**config.mk**
```make
export PLATFORM = sky130hd
export DESIGN_NAME = gcem_div
export DESIGN_NICKNAME = d
export VERILOG_FILES = /design/src/design/gcem_div.sv
export SDC_FILE = /design/constraint.sdc
export NUM_CORES = 1
export LEC_CHECK = 0
export ABC_CLOCK_PERIOD_IN_PS = 3900
export BUFFER_PORTS_ARGS = -buffer_cell sky130_fd_sc_hd__buf_2
export CAP_MARGIN = 20
export CORE_AREA = 2 2 101 83
export DETAILED_ROUTE_END_ITERATION = 7
export DIE_AREA = 0 0 103 85
export HOLD_SLACK_MARGIN = 0.05
export PLACE_DENSITY = 0.8
export SYNTH_ARGS = -nofsm -noshare
export SYNTH_HDL_FRONTEND = slang
export SYNTH_SLANG_ARGS = --single-unit
```
**constraint.sdc**
```tcl
create_clock -name clock -period 3.9 [get_ports clock]
set_input_delay 0.78 -clock clock [delete_from_list [all_inputs] [get_ports clock]]
set_output_delay 0.78 -clock clock [all_outputs]
set_load 0.05 [all_outputs]
```
**src/design/gcem_div.sv**
```systemverilog
`timescale 1ns / 1ps
// Restoring divider: signed 21-bit dividend by unsigned 16-bit divisor, truncating.
module gcem_div (
   input  logic               clock,
   input  logic               reset,
   input  logic               start,
   input  logic signed [20:0] dividend,
   input  logic [15:0]        divisor,
   output logic               done,
   output logic signed [21:0] quotient
);

   logic [20:0] rem_ff, rem_in;
   logic [20:0] quo_ff, quo_in;
   logic [15:0] dsr_ff, dsr_in;
   logic        neg_ff, neg_in;
   logic [4:0]  cnt_ff, cnt_in;
   logic        busy_ff, busy_in;
   logic        done_ff, done_in;
   logic [20:0] mag;
   logic [21:0] trial;

   assign mag   = dividend[20] ? 21'(-dividend) : 21'(dividend);
   assign trial = {rem_ff, quo_ff[20]} - {6'd0, dsr_ff};

   always_comb begin
      rem_in  = rem_ff;
      quo_in  = quo_ff;
      dsr_in  = dsr_ff;
      neg_in  = neg_ff;
      cnt_in  = cnt_ff;
      busy_in = busy_ff;
      done_in = 1'b0;
      if (start) begin
         rem_in  = '0;
         quo_in  = mag;
         dsr_in  = (divisor == 16'd0) ? 16'd1 : divisor;
         neg_in  = dividend[20];
         cnt_in  = 5'd21;
         busy_in = 1'b1;
      end else if (busy_ff) begin
         if (!trial[21]) begin
            rem_in = trial[20:0];
            quo_in = {quo_ff[19:0], 1'b1};
         end else begin
            rem_in = {rem_ff[19:0], quo_ff[20]};
            quo_in = {quo_ff[19:0], 1'b0};
         end
         cnt_in = cnt_ff - 5'd1;
         if (cnt_ff == 5'd1) begin
            busy_in = 1'b0;
            done_in = 1'b1;
         end
      end
   end

   always_ff @(posedge clock) begin
      if (reset) begin
         busy_ff <= 1'b0;
         done_ff <= 1'b0;
         cnt_ff  <= '0;
      end else begin
         busy_ff <= busy_in;
         done_ff <= done_in;
         cnt_ff  <= cnt_in;
      end
      rem_ff <= rem_in;
      quo_ff <= quo_in;
      dsr_ff <= dsr_in;
      neg_ff <= neg_in;
   end

   assign done     = done_ff;
   assign quotient = neg_ff ? -$signed({1'b0, quo_ff}) : $signed({1'b0, quo_ff});

endmodule

```
==> metrics.txt, run 1 <==
run status=finished clean; fin crit share=93.53%; proportion of layout cells with a drive suffix above 1=15.99%; Post-synth EDFFs=38; Avg Cell Area, Syn=approximately 9 µm²; worst r2r dst=rem_ff[1]; dominant cell type by area after synthesis=edfxtp_1; Synth top area share=25.90%; register area share after synthesis=38.63%; switching part of the total power=between 30 and 40%; sequential cell area=1702 µm²; vias in the first global route=around 3,500; synthesized area=4405 µm²; Cell Rows=29; Area contributors post-synth=edfxtp_1 26%, dfxtp_1 13%, ha_1 5.7%; power per cell area=470.4 nW/µm²; via/cell ratio=approximately 5.7; top_reg_cell synth=edfxtp_1; DP Worst Slack=0.6391 ns; worst ir drop on vdd=0.2767 mV; Core ar.=just under 8000 µm²; gr usage total=23.03%; fin. max-slew vios=0; Net Sw Power=0.0008635 W; Least-Margin Pin Slew=~0.83 ns; Iter 0 DRT Violations=213; port bufs=62; global-route wire length before repair=around 16 mm; clock slew at reported path FFs=around 0.070 ns; DRC Markers=0; slowest stage delay, CP=0.60 ns; ant diodes=0; crit path cell chain=or4_1 > or3_1 > or2_2 > o31ai_1 > xnor2_1 > buf_2; FMAX=274.1 MHz; # H-tree levels=3; Setup TNS Final=0 ns; CP Launch Point=quo_ff[4]; Finished Cell Area=4926 µm²; Fin. Hold Viols=0; RSZ-0062 raised after global routing=false; cts hold-fix bufs=0; total CTS buffers=9; Netlist cell types=52; CTS sink count=66; most numerous cell in the Yosys netlist=nor2_1; register bit total from synthesis=66; Tmin final=3.648 ns; Overflow after GRT=0; RD Place Congestion=approximately 0.87; ANT nets after route=0; top routing layer in use=met4; area grow syn2layout=11.81%; cell depth of the worst flop-to-flop path=11; Reg2Reg Setup Slack=0.80 ns; largest net degree at the start of global routing=82; CTS tree=built; Combinational Power Share=a little under two fifths; worst hold path class=reg -> reg; Nets=600; Util after Layout=a little under two thirds; CTS Root Cell=clkbuf_8; clk buf depth=2; die height=85 µm; sequential power share=38.8%; fill count=~660; CP required=~3.1 ns; met1 wire length=4.308 mm; clk_lat worst skew=between 0.3 and 0.4 ns; vias post-DR=between 3,000 and 4,000; CP endpoint kind=output port; crit path max fanout=4; Ports=63; worst reg2reg path startpoint=dsr_ff[1]; max-cap viol count=0; Total Wirelength=9.368 mm; WL/cell=14.37 µm; DP HPWL=7.036 mm; final hold slack=a little under 0.5 ns; Worst Path Class, Setup=reg -> out; leak pwr=2.074 nW; Starting Density=56.74%; share of flip-flops with an asynchronous set or reset=0%; Post-DP Area=4748 µm²; multi-input logic area=2462 µm²; endpoints failing setup=0; commonest cells in the netlist=60 x nor2_1, 38 x a21oi_1, 38 x edfxtp_1; P_int=0.001454 W; Max-slew headroom=between 40% and 50%; Routed met2 length=4.264 mm; CP startpoint kind=flip-flop; Synth Warn #=0; Setup WS post-layout=0.2522 ns; clock skew=approximately 0.0063 ns; Post-CTS Setup Bufs=0; initial antenna violation count=0; CP Capture Point=quotient[19]; arrival time worst endpoint=2.87 ns; Syn Inst Count=496; post-cts resize count=0; met3 wire length=581 µm; die area=8755 µm²; Pre-antenna DRT Iters=5; Die X=a little over 100 µm; clock share of power=23.2%; syn nets=557; critical-path cell with the highest stage delay=or4_1
[sequential cells by signal, summed over array words and instances (netlist names)]
register / count
busy_ff: 1
neg_ff: 1
dsr_ff: 16
rem_ff: 21
cnt_ff: 5
quo_ff: 21
done: 1
[worst min path at each step]
stage,from,to,slack [ns],cells after the start
CTS,rem_ff[1],rem_ff[1],0.50,2
detailed placement,rem_ff[1],rem_ff[1],0.49,2
floorplan,rem_ff[1],rem_ff[1],0.45,2
global placement,rem_ff[1],rem_ff[1],0.47,2
global route,rem_ff[3],rem_ff[3],0.53,2
finish,rem_ff[1],rem_ff[1],0.50,2
[power groups by stage]
stage	clock network (W)	registers, W	logic (W)
after floorplan	0	0.000887	0.000711
after global placement	0	0.000906	0.000856
after detailed placement	0	0.000912	0.000876
after CTS	0.000552	0.000897	0.000882
after global routing	0.000577	0.000910	0.000966
final	0.000538	0.000899	0.000881
[through the flow]
stage	total power [W]	instances
global placement	0.001762	636
finish	0.002317	652
floorplan	0.001598	496
global route	0.002453	652
CTS	0.002331	652
detailed placement	0.001788	636
[cells by family after synthesis]
| logic type | synth area share (%) |
|---|---|
| mux | 3.948 |
| buf+inv | 5.652 |
| simple gates | 16.53 |
| flops | 38.63 |
| compound gates | 18.38 |
| fa+ha+maj | 6.135 |
| xor+xnor | 10.74 |
[cell type report]
class	instances	area share, %
inverters	31	2.362
well taps	108	2.743
clock inverters	4	0.8636
repair buffers	65	6.756
flip-flops and latches	66	34.54
clock buffers	12	2.743
multi-input cells	366	49.99
[routing by layer]
| metal | track usage [%] | vias to the layer above |
|---|---|---|
| met4 | 7.416 | 0 |
| met1 | 32.40 | 1721 |
| met2 | 34.83 | 132 |
| met5 | 0 | - |
| li1 | - | 1862 |
| met3 | 5.848 | 19 |
[layout by cell type, fill, tap and decap left out, types with 6 or more instances in the layout]
cell type	Yosys	routed
a211oi_1	14	14
a21o_1	8	8
a21oi_1	38	38
buf_2	1	62
clkbuf_8	0	9
dfxtp_1	28	28
edfxtp_1	38	38
ha_1	20	20
inv_1	31	31
mux2i_1	14	14
nand2_1	32	32
nand2b_1	6	6
nor2_1	60	60
nor3_1	10	10
nor4_1	6	6
o21ai_0	22	22
o31ai_1	9	9
o41ai_1	6	6
or3_1	6	6
xnor2_1	27	27
xor2_1	27	26
[critical path, delay by kind of cell (launching register included)]
family,cells,cell delay (ns)
flip-flops,1,0.45
buffers and inverters,1,0.29
AO/OA/AOI/OAI,1,0.29
XOR/XNOR,1,0.17
AND/OR/NAND/NOR,3,1.33
No activity file was read; power rests on OpenSTA's default activity.
==> inputs of run 2 (changes only) <==
--- a/config.mk
+++ b/config.mk
@@ -9,6 +9,7 @@
 export BUFFER_PORTS_ARGS = -buffer_cell sky130_fd_sc_hd__buf_2
 export CAP_MARGIN = 20
 export CORE_AREA = 2 2 101 83
+export CTS_BUF_LIST = sky130_fd_sc_hd__clkbuf_4 sky130_fd_sc_hd__clkbuf_8
 export DETAILED_ROUTE_END_ITERATION = 7
 export DIE_AREA = 0 0 103 85
 export HOLD_SLACK_MARGIN = 0.05
==> metrics.txt, run 2 (same netlist as run 1, synthesis figures left out) <==
run status=finished clean (unchanged); vias post-DR=3,726 (was 3,734); Total Wirelength=9.371 mm (was 9.368 mm); Least-Margin Pin Slew=0.8234 ns (was 0.8255 ns); clk_lat worst skew=0.34 ns (about the same); Max-slew headroom=45.04% (was 44.97%); cts hold-fix bufs=0 (unchanged); RSZ-0062 raised after global routing=false (unchanged); Ports=63 (unchanged); largest net degree at the start of global routing=82 (unchanged); WL/cell=14.37 µm (about the same); Core ar.=7765 µm² (unchanged); fin crit share=93.36% (was 93.53%); leak pwr=2.084 nW (was 2.074 nW); initial antenna violation count=0 (unchanged); Fin. Hold Viols=0 (unchanged); max-cap viol count=0 (unchanged); area grow syn2layout=12.07% (was 11.81%); vias in the first global route=3,486 (unchanged); Die X=103 µm (unchanged); Overflow after GRT=0 (unchanged); Tmin final=3.641 ns (was 3.648 ns); Iter 0 DRT Violations=200 (was 213); most common cell after layout, fill and taps aside=buf_2 (unchanged); post-cts resize count=0 (unchanged); critical path's top delay family=simple AND/OR/NAND/NOR gates (unchanged); sequential cell area=1702 µm² (unchanged); multi-input logic area=2462 µm² (unchanged); endpoints failing setup=0 (unchanged); Starting Density=56.74% (unchanged); die area=8755 µm² (unchanged); fin. max-slew vios=0 (unchanged); ant diodes=0 (unchanged); CTS tree=built (unchanged); Cell Rows=29 (unchanged); FMAX=274.7 MHz (was 274.1 MHz); CP startpoint kind=flip-flop (unchanged); top routing layer in use=met4 (unchanged); clk buf depth=2 (unchanged); Nets=600 (unchanged); clock slew at reported path FFs=0.07 ns (about the same); CP endpoint kind=output port (unchanged); worst ir drop on vdd=0.2762 mV (was 0.2767 mV); Pre-antenna DRT Iters=4 (was 5); DRC Markers=0 (unchanged); DP HPWL=7.036 mm (unchanged); arrival time worst endpoint=2.86 ns (was 2.87 ns); Routed met2 length=4.250 mm (was 4.264 mm); crit path cell chain=or4_1 > or3_1 > or2_2 > o31ai_1 > xnor2_1 > buf_2 (unchanged); ANT nets after route=0 (unchanged); CP Buf/Inv Count=1 (unchanged); slowest stage delay, CP=0.60 ns (about the same); port bufs=62 (unchanged); power per cell area=473.6 nW/µm² (was 470.4 nW/µm²); crit path max fanout=4 (unchanged); Setup TNS Final=0 ns (unchanged); Reg2Reg Setup Slack=0.81 ns (was 0.80 ns); clock skew=0.005997 ns (was 0.006319 ns); met3 wire length=515 µm (was 581 µm); global-route wire length before repair=16.10 mm (was 16.06 mm); critical-path cell with the highest stage delay=or4_1 (unchanged); CP required=3.12 ns (about the same); die height=85 µm (unchanged); met1 wire length=4.391 mm (was 4.308 mm); worst hold path class=reg -> reg (unchanged); # H-tree levels=3 (unchanged); CTS sink count=66 (unchanged); CTS Root Cell=clkbuf_8 (unchanged); Largest regs=quo_ff: 21 flops, rem_ff: 21 flops, dsr_ff: 16 flops (unchanged); gr usage total=23.10% (was 23.03%); final hold slack=0.5028 ns (was 0.4964 ns); Worst Path Class, Setup=reg -> out (unchanged); most frequent cells in the layout=62 x buf_2, 60 x nor2_1, 38 x a21oi_1, 38 x edfxtp_1, 32 x nand2_1 (unchanged); proportion of layout cells with a drive suffix above 1=16.54% (was 15.99%); Post-CTS Setup Bufs=0 (unchanged); total CTS buffers=9 (unchanged); fill count=662 (was 663); RD Place Congestion=0.8670 (unchanged); via/cell ratio=5.715 (was 5.727)
==> run 2: cell counts in the layout (fill, tap and decap cells not counted) <==
Identical to the previous run, type by type.
==> run 2: stage by stage <==
stage	std cells	instance area [µm²]	total power (W)	util (%)	worst slack, ns
after CTS	652	4937	0.002352	63.58	0.2602
final	652	4937	0.002338	63.58	0.2591
after detailed placement	636	4748	0.001788	61.15	0.6391
after global routing	652	4937	0.002474	63.58	0.1469
after global placement	636	4748	0.001762	61.15	0.7077
after floorplan	496	4405	0.001598	-	0.7072
==> run 2: cell type report <==
class | count | share of cell area, %
Clock buffer | 12 | 2.965
Clock inverter | 4 | 0.8616
Inverter | 31 | 2.357
Multi-Input combinational cell | 366 | 49.87
Sequential cell | 66 | 34.47
Tap cell | 108 | 2.737
Timing Repair Buffer | 65 | 6.741
==> run 2: worst min-delay path, stage by stage, from the launching register on <==
cell and delay, ns:
dfxtp_1 0.33, nand2_1 0.06, o21ai_0 0.07
==> run 2: power by group <==
group          switching, W  internal [W]
registers         0.0000746      0.000824
logic              0.000542      0.000339
clock network      0.000247      0.000312
==> run 2: final timing paths <==
path	from	to	depth (start not counted)
max	quo_ff[4]	quotient[19]	6
min reg2reg	rem_ff[1]	rem_ff[1]	2
min	rem_ff[1]	rem_ff[1]	2
max reg2reg	dsr_ff[1]	rem_ff[1]	11
==> run 2: per-layer routing <==
layer	GRT usage [%]	vias up
met5	0	-
met4	7.416	0
met3	5.848	18
met2	34.95	112
met1	32.51	1734
li1	-	1862
